`src/sv/lmsd_pkg.sv`:
```
// Shared type, constants and helper function of the LED matrix scan driver.
package lmsd_pkg;

    localparam int ROW_PIXELS = 8;
    localparam int ROW_W_BITS = 2 * ROW_PIXELS;
    localparam int GREEN_OFFSET = ROW_PIXELS;

    localparam logic FUNC_TICK  = 1'b0;
    localparam logic FUNC_WRITE = 1'b1;

    localparam logic [3:0] NIBBLE_FLIP [16] = '{
        4'h0, 4'h8, 4'h4, 4'hC, 4'h2, 4'hA, 4'h6, 4'hE,
        4'h1, 4'h9, 4'h5, 4'hD, 4'h3, 4'hB, 4'h7, 4'hF
    };

    // Control flags that travel with a tick from the read stage to the output stage.
    typedef struct packed {
        logic valid;
        logic plane_red;
        logic update;
        logic release_pulse;
    } t_stage_ctl;

    function automatic logic [7:0] flip_byte(input logic [7:0] value);
        logic [7:0] flipped;
        flipped = {NIBBLE_FLIP[value[3:0]], NIBBLE_FLIP[value[7:4]]};
        return flipped;
    endfunction

endpackage

```
`src/sv/lmsd_frame_buf.sv`:
```
// Frame buffer memory: one red and one green bit per pixel, stored as rows of eight pixels.
module lmsd_frame_buf
    import lmsd_pkg::*;
#(
    parameter int PIXEL_COUNT = 128
) (
    input  logic                           i_clk,
    input  logic                           i_rst_n,
    input  logic                           i_wr_en,
    input  logic [$clog2(PIXEL_COUNT)-1:0] i_wr_index,
    input  logic                           i_red_set,
    input  logic                           i_green_set,
    input  logic                           i_rd_en,
    input  logic [$clog2(PIXEL_COUNT)-4:0] i_row_lo,
    input  logic [$clog2(PIXEL_COUNT)-4:0] i_row_hi,
    output logic [ROW_W_BITS-1:0]          o_rd_lo,
    output logic [ROW_W_BITS-1:0]          o_rd_hi,
    output logic                           o_vld_lo,
    output logic                           o_vld_hi
);

    localparam int IDX_W = $clog2(PIXEL_COUNT);
    localparam int ROWS  = PIXEL_COUNT / ROW_PIXELS;
    localparam int ROW_W = IDX_W - 3;

    logic [ROW_W_BITS-1:0] r_mem [ROWS];
    logic [ROWS-1:0]       r_row_vld;
    logic [ROW_W_BITS-1:0] r_rd_lo;
    logic [ROW_W_BITS-1:0] r_rd_hi;
    logic                  r_vld_lo;
    logic                  r_vld_hi;

    logic                  wr_in_range;
    logic [ROW_W-1:0]      wr_row;
    logic [2:0]            wr_pos;
    logic [ROW_W_BITS-1:0] fresh_row;

    assign wr_in_range = ({1'b0, i_wr_index} < (IDX_W + 1)'(PIXEL_COUNT));
    assign wr_row      = i_wr_index[IDX_W-1:3];
    assign wr_pos      = i_wr_index[2:0];

    always_comb begin
        fresh_row = '0;
        fresh_row[wr_pos] = i_red_set;
        fresh_row[GREEN_OFFSET + 32'(wr_pos)] = i_green_set;
    end

    // A row that was never written holds stale contents, so its first write stores
    // the whole row with the other pixels dark.
    always_ff @(posedge i_clk) begin
        if (i_wr_en && wr_in_range) begin
            if (r_row_vld[wr_row]) begin
                r_mem[wr_row][wr_pos] <= i_red_set;
                r_mem[wr_row][GREEN_OFFSET + 32'(wr_pos)] <= i_green_set;
            end else begin
                r_mem[wr_row] <= fresh_row;
            end
        end
        if (i_rd_en) begin
            r_rd_lo <= r_mem[i_row_lo];
            r_rd_hi <= r_mem[i_row_hi];
        end
    end

    always_ff @(posedge i_clk) begin
        if (!i_rst_n) begin
            r_row_vld <= '0;
            r_vld_lo  <= 1'b0;
            r_vld_hi  <= 1'b0;
        end else begin
            if (i_wr_en && wr_in_range) begin
                r_row_vld[wr_row] <= 1'b1;
            end
            if (i_rd_en) begin
                r_vld_lo <= r_row_vld[i_row_lo];
                r_vld_hi <= r_row_vld[i_row_hi];
            end
        end
    end

    assign o_rd_lo  = r_rd_lo;
    assign o_rd_hi  = r_rd_hi;
    assign o_vld_lo = r_vld_lo;
    assign o_vld_hi = r_vld_hi;

endmodule

```
`src/sv/lmsd_scan_ctrl.sv`:
```
// Scan sequencer: phase, row pointers, last driven column, frame counter and read stage flags.
module lmsd_scan_ctrl
    import lmsd_pkg::*;
#(
    parameter int PIXEL_COUNT        = 128,
    parameter int SCAN_PHASES        = 16,
    parameter int FRAMES_PER_RELEASE = 8
) (
    input  logic                           i_clk,
    input  logic                           i_rst_n,
    input  logic                           i_tick,
    input  logic                           i_advance,
    output logic [$clog2(PIXEL_COUNT)-4:0] o_row_lo,
    output logic [$clog2(PIXEL_COUNT)-4:0] o_row_hi,
    output t_stage_ctl                     o_ctl,
    output logic [$clog2(SCAN_PHASES)-1:0] o_phase
);

    localparam int ROWS    = PIXEL_COUNT / ROW_PIXELS;
    localparam int ROW_W   = $clog2(PIXEL_COUNT) - 3;
    localparam int PHASE_W = $clog2(SCAN_PHASES);
    localparam int FRAME_W = (FRAMES_PER_RELEASE > 1) ? $clog2(FRAMES_PER_RELEASE) : 1;

    logic [PHASE_W-1:0] r_phase,    n_phase;
    logic [PHASE_W-1:0] r_last_col, n_last_col;
    logic [ROW_W-1:0]   r_row_lo,   n_row_lo;
    logic [ROW_W-1:0]   r_row_hi,   n_row_hi;
    logic [FRAME_W-1:0] r_frame,    n_frame;
    t_stage_ctl         r_ctl,      n_ctl;
    logic [PHASE_W-1:0] r_s1_phase, n_s1_phase;

    logic wrap;

    always_comb begin
        n_phase    = r_phase;
        n_last_col = r_last_col;
        n_row_lo   = r_row_lo;
        n_row_hi   = r_row_hi;
        n_frame    = r_frame;
        n_ctl      = r_ctl;
        n_s1_phase = r_s1_phase;
        wrap       = (r_phase == PHASE_W'(SCAN_PHASES - 1));

        if (i_advance) begin
            n_ctl.valid = 1'b0;
        end

        if (i_tick) begin
            n_ctl.valid         = 1'b1;
            n_ctl.plane_red     = r_phase[0];
            n_ctl.update        = (r_phase != r_last_col);
            n_ctl.release_pulse = 1'b0;
            n_s1_phase          = r_phase;
            n_last_col          = r_phase;

            if (wrap) begin
                n_phase  = '0;
                n_row_lo = '0;
                n_row_hi = ROW_W'(ROWS / 2);
                n_frame  = (r_frame == FRAME_W'(FRAMES_PER_RELEASE - 1)) ? '0 : r_frame + 1'b1;
                n_ctl.release_pulse = (n_frame == '0);
            end else begin
                n_phase = r_phase + 1'b1;
                // Each pair of phases shares one row of eight pixels.
                if (r_phase[0]) begin
                    n_row_lo = (r_row_lo == ROW_W'(ROWS - 1)) ? '0 : r_row_lo + 1'b1;
                    n_row_hi = (r_row_hi == ROW_W'(ROWS - 1)) ? '0 : r_row_hi + 1'b1;
                end
            end
        end
    end

    always_ff @(posedge i_clk) begin
        if (!i_rst_n) begin
            r_phase    <= '0;
            r_last_col <= '0;
            r_row_lo   <= '0;
            r_row_hi   <= ROW_W'(ROWS / 2);
            r_frame    <= '0;
            r_ctl      <= '0;
        end else begin
            r_phase    <= n_phase;
            r_last_col <= n_last_col;
            r_row_lo   <= n_row_lo;
            r_row_hi   <= n_row_hi;
            r_frame    <= n_frame;
            r_ctl      <= n_ctl;
        end
    end

    always_ff @(posedge i_clk) begin
        r_s1_phase <= n_s1_phase;
    end

    assign o_row_lo = r_row_lo;
    assign o_row_hi = r_row_hi;
    assign o_ctl    = r_ctl;
    assign o_phase  = r_s1_phase;

    a_row_hi_offset: assert property (@(posedge i_clk) disable iff (!i_rst_n)
        32'(r_row_hi) == (32'(r_row_lo) + ROWS / 2) % ROWS)
        else $error("high half row pointer lost its offset from the low half");

    a_release_at_frame_end: assert property (@(posedge i_clk) disable iff (!i_rst_n)
        r_ctl.valid && r_ctl.release_pulse |-> r_s1_phase == PHASE_W'(SCAN_PHASES - 1))
        else $error("release pulse outside the last phase of a frame");

    a_last_col_tracks: assert property (@(posedge i_clk) disable iff (!i_rst_n)
        i_tick |=> r_last_col == $past(r_phase))
        else $error("last column does not follow the scanned phase");

endmodule

```
`src/sv/lmsd_drive_out.sv`:
```
// Output stage: selects the colour plane, bit-reverses the rows and holds the drives.
module lmsd_drive_out
    import lmsd_pkg::*;
#(
    parameter int SCAN_PHASES = 16
) (
    input  logic                           i_clk,
    input  logic                           i_rst_n,
    input  logic                           i_advance,
    input  logic                           i_stall,
    input  t_stage_ctl                     i_ctl,
    input  logic [$clog2(SCAN_PHASES)-1:0] i_phase,
    input  logic [ROW_W_BITS-1:0]          i_rd_lo,
    input  logic [ROW_W_BITS-1:0]          i_rd_hi,
    input  logic                           i_vld_lo,
    input  logic                           i_vld_hi,
    output logic                           o_valid,
    output logic [7:0]                     o_row_drive_b,
    output logic [7:0]                     o_row_drive_a,
    output logic [$clog2(SCAN_PHASES)-1:0] o_column_select,
    output logic                           o_drive_updated,
    output logic                           o_release_wait
);

    localparam int PHASE_W = $clog2(SCAN_PHASES);

    logic               r_valid,   n_valid;
    logic [7:0]         r_held_b,  n_held_b;
    logic [7:0]         r_held_a,  n_held_a;
    logic [PHASE_W-1:0] r_column;
    logic               r_updated;
    logic               r_release;

    logic [ROW_W_BITS-1:0] row_lo;
    logic [ROW_W_BITS-1:0] row_hi;
    logic [7:0]            byte_lo;
    logic [7:0]            byte_hi;

    // A row that was never written reads as dark.
    assign row_lo  = i_vld_lo ? i_rd_lo : '0;
    assign row_hi  = i_vld_hi ? i_rd_hi : '0;
    assign byte_lo = i_ctl.plane_red ? row_lo[ROW_PIXELS-1:0] : row_lo[ROW_W_BITS-1:GREEN_OFFSET];
    assign byte_hi = i_ctl.plane_red ? row_hi[ROW_PIXELS-1:0] : row_hi[ROW_W_BITS-1:GREEN_OFFSET];

    always_comb begin
        n_held_b = r_held_b;
        n_held_a = r_held_a;
        n_valid  = r_valid && i_stall;
        if (i_advance) begin
            n_valid = 1'b1;
            if (i_ctl.update) begin
                n_held_b = flip_byte(byte_lo);
                n_held_a = flip_byte(byte_hi);
            end
        end
    end

    always_ff @(posedge i_clk) begin
        if (!i_rst_n) begin
            r_valid  <= 1'b0;
            r_held_b <= '0;
            r_held_a <= '0;
        end else begin
            r_valid  <= n_valid;
            r_held_b <= n_held_b;
            r_held_a <= n_held_a;
        end
    end

    always_ff @(posedge i_clk) begin
        if (i_advance) begin
            r_column  <= i_phase;
            r_updated <= i_ctl.update;
            r_release <= i_ctl.release_pulse;
        end
    end

    assign o_valid         = r_valid;
    assign o_row_drive_b   = r_held_b;
    assign o_row_drive_a   = r_held_a;
    assign o_column_select = r_column;
    assign o_drive_updated = r_updated;
    assign o_release_wait  = r_release;

    a_hold_without_update: assert property (@(posedge i_clk) disable iff (!i_rst_n)
        i_advance && !i_ctl.update |=> $stable(r_held_b) && $stable(r_held_a))
        else $error("held drives changed on a tick that repeats the column");

endmodule

```
`src/sv/led_matrix_scan_driver_top.sv`:
```
// LED matrix scan driver: scan tick and pixel write requests in, column drive results out.
// A tick request's result passes the registered frame buffer read, then the output register.
// One request is accepted every cycle while the result side takes results; writes give none.
// Synchronous active-low reset clears the scan state, the held drives and the row valid
// bits, so the whole frame reads dark at once with no clearing pass.
module led_matrix_scan_driver_top
    import lmsd_pkg::*;
#(
    parameter int PIXEL_COUNT        = 128,
    parameter int SCAN_PHASES        = 16,
    parameter int FRAMES_PER_RELEASE = 8
) (
    input  logic                           i_clk,
    input  logic                           i_rst_n,
    input  logic                           i_valid,
    output logic                           o_stall,
    input  logic                           i_func,
    input  logic [$clog2(PIXEL_COUNT)-1:0] i_pixel_index,
    input  logic [7:0]                     i_red_level,
    input  logic [7:0]                     i_green_level,
    output logic                           o_valid,
    input  logic                           i_stall,
    output logic [7:0]                     o_row_drive_b,
    output logic [7:0]                     o_row_drive_a,
    output logic [$clog2(SCAN_PHASES)-1:0] o_column_select,
    output logic                           o_drive_updated,
    output logic                           o_release_wait
);

    // PIXEL_COUNT is taken to be a multiple of 16 so both halves start on a row.
    localparam int ROW_W = $clog2(PIXEL_COUNT) - 3;

    logic                           accept;
    logic                           tick_acc;
    logic                           write_acc;
    logic                           advance;
    logic [ROW_W-1:0]               row_lo;
    logic [ROW_W-1:0]               row_hi;
    t_stage_ctl                     s1_ctl;
    logic [$clog2(SCAN_PHASES)-1:0] s1_phase;
    logic [ROW_W_BITS-1:0]          rd_lo;
    logic [ROW_W_BITS-1:0]          rd_hi;
    logic                           vld_lo;
    logic                           vld_hi;

    assign advance   = s1_ctl.valid && !(o_valid && i_stall);
    assign o_stall   = s1_ctl.valid && o_valid && i_stall;
    assign accept    = i_valid && !o_stall;
    assign tick_acc  = accept && (i_func == FUNC_TICK);
    assign write_acc = accept && (i_func == FUNC_WRITE);

    lmsd_scan_ctrl #(
        .PIXEL_COUNT        (PIXEL_COUNT),
        .SCAN_PHASES        (SCAN_PHASES),
        .FRAMES_PER_RELEASE (FRAMES_PER_RELEASE)
    ) u_scan_ctrl (
        .i_clk     (i_clk),
        .i_rst_n   (i_rst_n),
        .i_tick    (tick_acc),
        .i_advance (advance),
        .o_row_lo  (row_lo),
        .o_row_hi  (row_hi),
        .o_ctl     (s1_ctl),
        .o_phase   (s1_phase)
    );

    lmsd_frame_buf #(
        .PIXEL_COUNT (PIXEL_COUNT)
    ) u_frame_buf (
        .i_clk       (i_clk),
        .i_rst_n     (i_rst_n),
        .i_wr_en     (write_acc),
        .i_wr_index  (i_pixel_index),
        .i_red_set   (i_red_level != 8'd0),
        .i_green_set (i_green_level != 8'd0),
        .i_rd_en     (tick_acc),
        .i_row_lo    (row_lo),
        .i_row_hi    (row_hi),
        .o_rd_lo     (rd_lo),
        .o_rd_hi     (rd_hi),
        .o_vld_lo    (vld_lo),
        .o_vld_hi    (vld_hi)
    );

    lmsd_drive_out #(
        .SCAN_PHASES (SCAN_PHASES)
    ) u_drive_out (
        .i_clk           (i_clk),
        .i_rst_n         (i_rst_n),
        .i_advance       (advance),
        .i_stall         (i_stall),
        .i_ctl           (s1_ctl),
        .i_phase         (s1_phase),
        .i_rd_lo         (rd_lo),
        .i_rd_hi         (rd_hi),
        .i_vld_lo        (vld_lo),
        .i_vld_hi        (vld_hi),
        .o_valid         (o_valid),
        .o_row_drive_b   (o_row_drive_b),
        .o_row_drive_a   (o_row_drive_a),
        .o_column_select (o_column_select),
        .o_drive_updated (o_drive_updated),
        .o_release_wait  (o_release_wait)
    );

endmodule
```
`config.mk`:
```
export PLATFORM = sky130hd
export DESIGN_NAME = led_matrix_scan_driver_top
export DESIGN_NICKNAME = d
export VERILOG_FILES = /design/src/sv/lmsd_pkg.sv /design/src/sv/lmsd_frame_buf.sv /design/src/sv/lmsd_scan_ctrl.sv /design/src/sv/lmsd_drive_out.sv /design/src/sv/led_matrix_scan_driver_top.sv
export SDC_FILE = /design/constraint.sdc
export NUM_CORES = 1
export LEC_CHECK = 0
export BUFFER_PORTS_ARGS = -buffer_cell sky130_fd_sc_hd__buf_2
export CAP_MARGIN = 30
export CORE_UTILIZATION = 50
export CTS_BUF_LIST = sky130_fd_sc_hd__clkbuf_8
export CTS_CLUSTER_DIAMETER = 60
export DETAILED_ROUTE_END_ITERATION = 8
export PLACE_DENSITY = 0.65
export SKIP_LAST_GASP = 1
export SYNTH_ARGS = -nofsm -noshare
export SYNTH_HDL_FRONTEND = slang
export SYNTH_SLANG_ARGS = --single-unit
```
`constraint.sdc`:
```
create_clock -name i_clk -period 6.1 [get_ports i_clk]
set_input_delay 0.305 -clock i_clk [delete_from_list [all_inputs] [get_ports i_clk]]
set_output_delay 0.305 -clock i_clk [all_outputs]
set_load 0.02 [all_outputs]
```
==> reports/results.ini, run 1 <==
[floorplan]
initial_utilization=0.512
rows=66
die-area_um2=34400
placeableCoreArea_um2=32900
die-height_um=185
die_x_um=185
io_pins=52

[logic_synthesis]
syn-instance-count=1161
synth_top_area_share=0.532
synthesis.yosys.warnings=0
synth_sequential_area_ratio=0.599
synthArstFlopShare=0
commonest_cells_in_the_synthesized_netlist=298 x edfxtp_1, 145 x nor2_1, 136 x mux4_2
edff_count_synth=298
postSynthNetCount=1195
synth_top_cell_by_area=edfxtp_1
netlist_area_um2=16800
syn-mean-instance-area_um2=14.5
yosys_reg_bits=355
post-synth-top-count-cell=edfxtp_1
synth_flop_cell=edfxtp_1
ys_top_cells_by_area=edfxtp_1 53%, mux4_2 18%, dfxtp_1 6.8%
synth_cell_types=55

[clock_network]
tritoncts.num_buffers=57
path_clk_slew_ps=60
clock_sink_count=355
post-cts-setup-buffers=0
tritoncts_clock_tree=built
cts_htree_levels=2
ctsLongestPathBuffers=3
root_buffer=clkbuf_8
insertion_delay_ps=610

[timing]
relSlewSlack=0.318
worst-slew-pin-transition_ps=1020
finalClockSkew_ps=28.2
finalSetupTns_ps=0
setup_ws_ps=3330
final.min_clock_period_ps=2770
max_freq_mhz=361
final.period_utilization=0.454
drv_slew=0
setup_violations=0
timing.final.hold_violations=0
grt_setup_unrepaired=no

[finish]
drive_gt1_frac=0.269
instances_no_fill=1700
seqCellArea_um2=10100
num_antenna_cells=0
finish.net_count=1251
final.fill_count=2689
multi_input_comb_area_um2=6200
areaGrowthSynthToFinish_pct=9.65

[placement]
preCtsSetupSlack_ps=3060
port_buffers=51
final_weighted_congestion_of_routability_driven_global_placement=0.879
post-place-cells=1589
dp_hpwl_um=25300

[drt]
routed_wirelength_um=41100
routed_wire_length_per_instance_um=24.2
antenna_violating_nets_post_route=0
via_per_inst=6.17
drt_iter0_drc=944
drt_drc_violations_left=0
first_pass_iters=5
vias=10500

[critical_path]
critical_path_class=input pin to register
crit-reg2reg-capture=u_scan_ctrl.o_row_hi[3]$_SDFFE_PN1P_
crit_path_start=i_stall
endpoint_class_of_the_critical_path=register
rrSetupSlack_ps=3340
worstRegToRegCells=4
worst_setup_path_start_kind=input pin
worst-endpoint-required_ps=6350
critPathMaxFanout=8
worst_r2r_startpoint=u_scan_ctrl.o_row_hi[2]$_SDFFE_PN0P_
worst_ep_arrival_time_ps=3020

[power_and_ir_drop]
power_density_nw_per_um2=255
p_clk_frac=0.380
sw_frac_of_total=0.227
p_leak_nw=6.24
power_report.internal_total_w=0.00364
ir_worst_vdd_mv=0.150
power_frac_seq=0.569
p_switching_w=0.00107
power_frac_comb=0.051

[global_routing]
vias_in_the_first_global_route=10600
grt_pass1_wl_um=61500
global_routing_usage_summed_across_all_routing_layers=0.248
grt_antenna_before_repair=0
grt_start_max_net_pins=72
grt-ovfl-total=0

[run]
drv_cap=0

[min_path]
hold-path-cell-count=4
min_to=u_frame_buf.r_row_vld[4]$_SDFFE_PN0P_
hold_path_startpoint=i_pixel_index[6]
hp-class=input pin to register

[run_status]
run_status=finished, final reports clean

[cells by family after synthesis]
family,count (synthesis),share of synthesized area
and+or+nand+nor,362,0.0967
DFF,355,0.599
AOI/OAI and AO/OA,169,0.0682
muxes,158,0.196
buffers and inverters,106,0.0326
adders and majority gates,6,0.00446
xor gates and xnor gates,5,0.00260
[how the worst max path moves through the flow]
stage,endpoint,slack [ps]
global route,u_frame_buf.r_mem[3][0]$_DFFE_PP_,3220
detailed placement,u_frame_buf.r_mem[7][3]$_DFFE_PP_,3060
floorplan,u_frame_buf.o_rd_hi[0]$_DFFE_PP_,3580
finish,u_frame_buf.r_mem[4][9]$_DFFE_PP_,3330
global placement,u_frame_buf.r_mem[2][14]$_DFFE_PP_,3110
CTS,u_frame_buf.r_mem[8][1]$_DFFE_PP_,3310
[routing by layer]
layer / vias up / track usage / part of all wire
met3: 98 / 0.0397 / 0.084
met5: - / 0 / 0
met2: 497 / 0.429 / 0.50
met4: 0 / 0.0936 / 0.035
li1: 4626 / - / -
met1: 5273 / 0.313 / 0.38
[through the flow]
stage          cell area (µm²)  hold WS, ps  utilization  total power [W]
2_1_floorplan            16800          400            -          0.00290
3_3_place_gp             17300          401        0.526          0.00296
3_5_place_dp             17400          406        0.528          0.00297
4_1_cts                  18400         84.2        0.559          0.00474
5_1_grt                  18500          180        0.562          0.00486
6_report                 18500          134        0.562          0.00471
[power by group through the flow]
stage	sequential [W]	combinational [W]	clock (W)
CTS	0.00268	0.000232	0.00183
finish	0.00268	0.000238	0.00179
global placement	0.00273	0.000222	0
detailed placement	0.00273	0.000231	0
floorplan	0.00272	0.000179	0
global route	0.00269	0.000258	0.00192
[layout make-up]
type | count | share of cell area
multi-input combinational | 700 | 0.336
sequential | 355 | 0.547
inverter | 18 | 0.00366
clock inverter | 41 | 0.00996
tap | 442 | 0.0300
clock buffer | 59 | 0.0440
timing repair buffer | 85 | 0.0294
[flip-flops by register name, indices dropped and copies added, names as in the netlist]
register and flops:
u_scan_ctrl.o_phase 4, u_drive_out.o_row_drive_b 8, u_drive_out.o_column_select 4, u_frame_buf.r_row_vld 16, u_scan_ctrl.o_row_hi 4, u_scan_ctrl.r_frame 3, u_drive_out.o_drive_updated 1, u_frame_buf.o_rd_lo 16
u_scan_ctrl.r_phase 4, u_drive_out.o_valid 1, u_frame_buf.r_mem 256, u_drive_out.o_release_wait 1, u_drive_out.o_row_drive_a 8, u_frame_buf.o_vld_lo 1, u_frame_buf.o_rd_hi 16, u_scan_ctrl.o_row_lo 4
u_scan_ctrl.o_ctl 3, u_frame_buf.o_vld_hi 1, u_scan_ctrl.r_last_col 4
[critical path: stages]
cell	delay [ps]
dlygate4sd3_1	530
buf_2	130
nand3_1	130
inv_2	80
nor3b_2	370
nor2b_1	410
nand2_1	630
nor2_1	430
[cell usage in the layout (no fill, tap or decap), drive strengths merged, types with 6 or more instances in the layout]
master	count
clkinv	24
inv	34
clkbuf	59
nor2b	34
buf	83
a31oi	34
a21boi	9
mux2	16
o211ai	6
edfxtp	298
o21ai	6
mux4	136
mux2i	6
nand3	31
nor2	146
a211oi	32
a21oi	71
ha	6
dfxtp	57
nand2	118
[timing repair]
action	4_1_cts	5_1_grt
gates resized for setup	0	0
endpoints found under the hold margin	2	0
hold buffers	2	0
No activity file was read; power rests on OpenSTA's default activity.
==> run 2, diff against run 1 <==
--- a/config.mk
+++ b/config.mk
@@ -11,7 +11,7 @@
 export CTS_BUF_LIST = sky130_fd_sc_hd__clkbuf_8
 export CTS_CLUSTER_DIAMETER = 60
 export DETAILED_ROUTE_END_ITERATION = 8
-export PLACE_DENSITY = 0.65
+export PLACE_DENSITY = 0.68
 export SKIP_LAST_GASP = 1
 export SYNTH_ARGS = -nofsm -noshare
 export SYNTH_HDL_FRONTEND = slang
==> constraint.sdc (replaced) <==
create_clock -name i_clk -period 2.4 [get_ports i_clk]
set_input_delay 0.12 -clock i_clk [delete_from_list [all_inputs] [get_ports i_clk]]
set_output_delay 0.12 -clock i_clk [all_outputs]
set_load 0.02 [all_outputs]
==> run 2 against run 1 <==
Core utilization rose by 1.9 points; register-to-register slack got worse by 3200 ps; sequential share of layout area fell by 1.8 points; design area rose by 3.4%; clock-buffer cell count rose by 2; largest power group unchanged; routed wire length rose by 3.0%; final cell count rose by 3.1%; critical endpoint unchanged; sequential cell count did not move; clock skew rose by 17 ps; clock power rose to 2.9 times the previous value; via count rose by 3.7%.
==> reports/results.ini, run 2 (synthesis gave the netlist of run 1 again) <==
[placement]
post-place-cells=1642  ; was 1589
final_weighted_congestion_of_routability_driven_global_placement=0.827  ; was 0.879
dp_hpwl_um=27200  ; was 25300 µm
preCtsSetupSlack_ps=161  ; was 3060 ps
port_buffers=51  ; unchanged

[critical_path]
worst_ep_arrival_time_ps=2590  ; was 3020 ps
critPathMaxFanout=16  ; was 8
critical_path_class=register to register  ; was input pin to register
crit_path_start=u_drive_out.o_valid$_SDFF_PN0_  ; was i_stall
worst_setup_path_start_kind=register  ; was input pin
crit-reg2reg-capture=u_frame_buf.r_mem[4][9]$_DFFE_PP_  ; was u_scan_ctrl.o_row_hi[3]$_SDFFE_PN1P_
worstRegToRegCells=6  ; was 4
worst_r2r_startpoint=u_drive_out.o_valid$_SDFF_PN0_  ; was u_scan_ctrl.o_row_hi[2]$_SDFFE_PN0P_
rrSetupSlack_ps=130  ; was 3340 ps
endpoint_class_of_the_critical_path=register  ; unchanged
worst-endpoint-required_ps=2720  ; was 6350 ps

[drt]
drt_drc_violations_left=0  ; unchanged
first_pass_iters=5  ; unchanged
via_per_inst=6.21  ; was 6.17
vias=10900  ; was 10500
antenna_violating_nets_post_route=0  ; unchanged
routed_wirelength_um=42300  ; was 41100 µm
routed_wire_length_per_instance_um=24.1  ; was 24.2 µm
drt_iter0_drc=1004  ; was 944

[global_routing]
grt_pass1_wl_um=64000  ; was 61500 µm
grt_start_max_net_pins=41  ; was 72
vias_in_the_first_global_route=10900  ; was 10600
grt_antenna_before_repair=0  ; unchanged
grt-ovfl-total=0  ; unchanged
global_routing_usage_summed_across_all_routing_layers=0.255  ; was 0.248

[run]
drv_cap=0  ; unchanged

[clock_network]
insertion_delay_ps=600  ; was 610 ps
ctsLongestPathBuffers=3  ; unchanged
tritoncts_clock_tree=built  ; unchanged
root_buffer=clkbuf_8  ; unchanged
path_clk_slew_ps=60  ; about the same
post-cts-setup-buffers=0  ; unchanged
cts_htree_levels=2  ; unchanged
clock_sink_count=355  ; unchanged
tritoncts.num_buffers=59  ; was 57

[timing]
drv_slew=0  ; unchanged
timing.final.hold_violations=0  ; unchanged
worst-slew-pin-transition_ps=823  ; was 1020 ps
finalSetupTns_ps=0  ; unchanged
max_freq_mhz=440
final.period_utilization=0.948
setup_ws_ps=126  ; was 3330 ps
setup_violations=0  ; unchanged
final.min_clock_period_ps=2270
finalClockSkew_ps=44.7  ; was 28.2 ps
relSlewSlack=0.452  ; was 0.318
grt_setup_unrepaired=no  ; unchanged

[finish]
commonest_non_fill_non_tap_cell_in_the_layout=edfxtp_1  ; unchanged
instances_no_fill=1753  ; was 1700
finish.net_count=1299  ; was 1251
registers.top_by_ff_count=u_frame_buf.r_mem  ; unchanged
num_antenna_cells=0  ; unchanged
drive_gt1_frac=0.294  ; was 0.269
final.fill_count=2629  ; was 2689
areaGrowthSynthToFinish_pct=13.4  ; was 9.65%
seqCellArea_um2=10100  ; unchanged
largest_register_ffs=256  ; unchanged
layout_common_cells=298 x edfxtp_1, 145 x nor2_1, 136 x mux4_2  ; unchanged
multi_input_comb_area_um2=6200  ; about the same

[min_path]
min_to=u_frame_buf.r_row_vld[13]$_SDFFE_PN0P_  ; was u_frame_buf.r_row_vld[4]$_SDFFE_PN0P_
hold_path_startpoint=i_pixel_index[4]  ; was i_pixel_index[6]
hold-path-cell-count=4  ; unchanged
hp-class=input pin to register  ; unchanged

[power_and_ir_drop]
p_leak_nw=6.55  ; was 6.24 nW
ir_worst_vdd_mv=0.365  ; was 0.150 mV
power_density_nw_per_um2=662  ; was 255 nW/µm²

[run_status]
run_status=finished, final reports clean  ; unchanged

[floorplan]
die-height_um=185  ; unchanged
rows=66  ; unchanged
initial_utilization=0.512  ; unchanged
die-area_um2=34400  ; unchanged
io_pins=52  ; unchanged
placeableCoreArea_um2=32900  ; unchanged
die_x_um=185  ; unchanged

## run 2: cell types whose count changed in the layout (fill, tap and decap cells not counted), sizes merged
cell	before	now
dlygate4sd3	2	4
buf	83	127
clkinv	24	27
clkbuf	59	61
inv	34	33
clkinvlp	1	0
bufinv	0	4
## run 2: area by class of cell
class	count	share of cell area
repair buffers	131	0.0539
clock inverters	46	0.0155
flip-flops and latches	355	0.529
inverters	18	0.00354
clock buffers	61	0.0440
well taps	442	0.0290
multi-input cells	700	0.325
## run 2: worst max-delay path by stage
| stage | slack, ps | end | cells past startpoint |
|---|---|---|---|
| finish | 130 | u_frame_buf.r_mem[4][9]$_DFFE_PP_ | 6 |
| detailed placement | 160 | u_frame_buf.r_mem[12][9]$_DFFE_PP_ | 6 |
| CTS | 140 | u_frame_buf.r_mem[12][9]$_DFFE_PP_ | 6 |
| floorplan | 270 | u_frame_buf.r_mem[0][0]$_DFFE_PP_ | 6 |
| global placement | 220 | u_frame_buf.r_mem[10][5]$_DFFE_PP_ | 7 |
| global route | 0.04 | u_frame_buf.r_mem[4][9]$_DFFE_PP_ | 6 |
## run 2: worst max-delay path, cell delays in order, from the launching register on
cell and delay [ps]:
dfxtp_1 330, nand3_1 170, inv_2 90, nor3b_2 260
a22o_1 710, a21oi_1 190, buf_4 230
## run 2: routing by layer
| layer | vias up | routed length [µm] | global-route usage |
|---|---|---|---|
| li1 | 4720 | - | - |
| met2 | 549 | 20300 | 0.415 |
| met4 | 0 | 1590 | 0.108 |
| met1 | 5513 | 16700 | 0.332 |
| met3 | 97 | 3770 | 0.0571 |
| met5 | - | 0 | 0 |
## run 2: timing repair
action                     in CTS  in global routing
setup endpoints to repair       0                 16
hold endpoints to repair        6                  0
hold buffers                    4                  0
resized for setup               0                  1
## run 2: power breakdown
part	leakage [nW]	switching [W]	internal (W)
Combinational	2.63	0.000417	0.000261
Sequential	3.28	0.0000383	0.00677
Clock	0.647	0.00238	0.00278
## run 2: stage by stage
stage,total power [W],utilization,hold WS (ps),area (µm²)
6_report,0.0126,0.581,78.4,19100
5_1_grt,0.0131,0.581,114,19100
4_1_cts,0.0127,0.581,50.1,19100
3_5_place_dp,0.00761,0.545,400,17900
3_3_place_gp,0.00759,0.545,396,17900
2_1_floorplan,0.00738,-,258,16800
==> run 3, diff against run 2 <==
--- a/config.mk
+++ b/config.mk
@@ -5,7 +5,7 @@
 export SDC_FILE = /design/constraint.sdc
 export NUM_CORES = 1
 export LEC_CHECK = 0
-export BUFFER_PORTS_ARGS = -buffer_cell sky130_fd_sc_hd__buf_2
+export BUFFER_PORTS_ARGS = -buffer_cell sky130_fd_sc_hd__clkbuf_2
 export CAP_MARGIN = 30
 export CORE_UTILIZATION = 50
 export CTS_BUF_LIST = sky130_fd_sc_hd__clkbuf_8
==> run 3 against run 2 <==
Sequential power about the same; sequential cell count did not move; maximum frequency grew 2.9%; register-to-register slack improved by 60 ps; global-route usage is 0.25 points lower; core utilization increased by 0.40 points; largest cell class unchanged.
==> reports/results.ini, run 3 (synthesis gave the netlist of run 1 again) <==
[global_routing]
grt_start_max_net_pins=52  ; was 41
grt_pass1_wl_um=63100  ; was 64000 µm
vias_in_the_first_global_route=11000  ; was 10900
grt-ovfl-total=0  ; unchanged
global_routing_usage_summed_across_all_routing_layers=0.253  ; was 0.255
grt_antenna_before_repair=0  ; unchanged

[drt]
routed_wire_length_per_instance_um=23.6  ; was 24.1 µm
via_per_inst=6.09  ; was 6.21
drt_iter0_drc=1047  ; was 1004
antenna_violating_nets_post_route=0  ; unchanged
first_pass_iters=5  ; unchanged
vias=10800  ; was 10900
drt_drc_violations_left=0  ; unchanged
routed_wirelength_um=41800  ; was 42300 µm

[finish]
seqCellArea_um2=10100  ; unchanged
final_core_utilization=0.585  ; was 0.581
areaGrowthSynthToFinish_pct=14.2  ; was 13.4%
finish.instance_area_um2=19200  ; was 19100 µm²
instances_no_fill=1772  ; was 1753
final.fill_count=2617  ; was 2629
layout_common_cells=298 x edfxtp_1, 145 x nor2_1, 136 x mux4_2  ; unchanged
multi_input_comb_area_um2=6220  ; was 6200 µm²
registers.top_by_ff_count=u_frame_buf.r_mem  ; unchanged
largest_register_ffs=256  ; unchanged
finish.net_count=1318  ; was 1299
drive_gt1_frac=0.309  ; was 0.294
num_antenna_cells=0  ; unchanged
commonest_non_fill_non_tap_cell_in_the_layout=edfxtp_1  ; unchanged

[placement]
dp_hpwl_um=27600  ; was 27200 µm
port_buffers=51  ; unchanged
post-place-cells=1662  ; was 1642
final_weighted_congestion_of_routability_driven_global_placement=0.831  ; was 0.827
postPlaceCellArea_um2=18100  ; was 17900 µm²

[timing]
final.min_clock_period_ps=2210  ; was 2270 ps
timing.final.hold_violations=0  ; unchanged
relSlewSlack=0.450  ; was 0.452
worst-slew-pin-transition_ps=817  ; was 823 ps
max_freq_mhz=452  ; was 440 MHz
drv_slew=0  ; unchanged
finalClockSkew_ps=25.3  ; was 44.7 ps
grt_setup_unrepaired=no  ; unchanged
final.period_utilization=0.921  ; was 0.948
setup_violations=0  ; unchanged

[power_and_ir_drop]
p_leak_nw=6.62  ; was 6.55 nW
sw_frac_of_total=0.226  ; was 0.224
ir_worst_vdd_mv=0.366  ; was 0.365 mV
p_clk_frac=0.394  ; was 0.408
post-layout-total-power_w=0.0124  ; was 0.0126 W
power_frac_comb=0.056  ; was 0.054
power_density_nw_per_um2=644  ; was 662 nW/µm²
power_frac_seq=0.550  ; was 0.538
power_report.internal_total_w=0.00959  ; was 0.00981 W
p_switching_w=0.00279  ; was 0.00283 W

[floorplan]
io_pins=52  ; unchanged
die-height_um=185  ; unchanged
rows=66  ; unchanged
die_x_um=185  ; unchanged
initial_utilization=0.512  ; unchanged
die-area_um2=34400  ; unchanged
placeableCoreArea_um2=32900  ; unchanged

[critical_path]
critPathMaxFanout=16  ; unchanged
critical_path_depth=6  ; unchanged
critical_path_class=register to register  ; unchanged
worst-endpoint-required_ps=2720  ; about the same
worst_setup_path_start_kind=register  ; unchanged
critical_path_buf_inv_count=1  ; was 2
critical_path.top_delay_family=compound AO/OA/AOI/OAI gates  ; unchanged
critPathMaxStageDelay_ps=590  ; was 710 ps
worst_ep_arrival_time_ps=2530  ; was 2590 ps
crit_path_cell_trace=mux2i_1 > buf_4 > a21oi_2 > nand4_4 > a21boi_4 > nor2_1  ; was nand3_1 > inv_2 > nor3b_2 > a22o_1 > a21oi_1 > buf_4
rrSetupSlack_ps=190  ; was 130 ps
endpoint_class_of_the_critical_path=register  ; unchanged
crit_path_top_delay_cell=a21boi_4  ; was a22o_1
worstRegToRegCells=6  ; unchanged

[run]
drv_cap=0  ; unchanged

[clock_network]
clock_sink_count=355  ; unchanged
cts_htree_levels=2  ; unchanged
path_clk_slew_ps=60  ; about the same
ctsLongestPathBuffers=3  ; unchanged
tritoncts_clock_tree=built  ; unchanged
root_buffer=clkbuf_8  ; unchanged
post-cts-setup-buffers=0  ; unchanged
tritoncts.num_buffers=57  ; was 59
insertion_delay_ps=600  ; about the same

[min_path]
hold-path-cell-count=5  ; was 4
hp-class=input pin to register  ; unchanged

[run_status]
run_status=finished, final reports clean  ; unchanged

-- run 3: layer usage --
| layer | vias to the layer above | part of all wire | global-route usage | wire [µm] |
|---|---|---|---|---|
| li1 | 4763 | - | - | - |
| met1 | 5389 | 0.38 | 0.319 | 16000 |
| met2 | 514 | 0.49 | 0.418 | 20400 |
| met3 | 117 | 0.085 | 0.0530 | 3560 |
| met4 | 0 | 0.043 | 0.119 | 1810 |
| met5 | - | 0 | 0 | 0 |
-- run 3: final cells by class --
class | instances | share of cell area
Clock inverter | 48 | 0.0151
Clock buffer | 57 | 0.0408
Sequential cell | 355 | 0.526
Inverter | 18 | 0.00352
Tap cell | 442 | 0.0288
Multi-Input combinational cell | 700 | 0.324
Timing Repair Buffer | 152 | 0.0625
-- run 3: final timing paths --
check                                              from                                       end
setup / recovery  u_frame_buf.r_row_vld[9]$_SDFFE_PN0P_         u_frame_buf.r_mem[7][4]$_DFFE_PP_
setup reg to reg  u_frame_buf.r_row_vld[9]$_SDFFE_PN0P_         u_frame_buf.r_mem[7][4]$_DFFE_PP_
hold / removal                         i_pixel_index[5]     u_frame_buf.r_row_vld[8]$_SDFFE_PN0P_
hold reg to reg        u_scan_ctrl.o_phase[3]$_DFFE_PP_  u_drive_out.o_column_select[3]$_DFFE_PP_
-- run 3: what timing repair did --
item,in CTS,in global routing
endpoints found under the hold margin,7,0
gates resized for setup,6,0
endpoints found under the setup margin,81,0
hold buffers,5,0
-- run 3: metrics by stage --
stage | worst slack [ps] | hold slack, ps | TNS [ps]
after floorplan | 266 | 258 | 0
after global placement | -139 | 381 | -10870
after detailed placement | -177 | 406 | -10620
after CTS | 188 | 89.7 | 0
after global routing | 84.3 | 134 | 0
final | 189 | 118 | 0
-- run 3: worst register-to-register path, delay by kind of cell (launching register included) --
| family | cells | cell delay, ps |
|---|---|---|
| AND/OR/NAND/NOR | 2 | 570 |
| multiplexers | 1 | 100 |
| flip-flops | 1 | 350 |
| buffers and inverters | 1 | 150 |
| AO/OA/AOI/OAI | 2 | 770 |
-- run 3: power groups by stage --
stage / Combinational, W / Sequential, W / Clock, W
floorplan: 0.000455 / 0.00692 / 0
global placement: 0.000659 / 0.00693 / 0
detailed placement: 0.000683 / 0.00693 / 0
CTS: 0.000696 / 0.00680 / 0.00496
global route: 0.000749 / 0.00681 / 0.00523
finish: 0.000698 / 0.00680 / 0.00488
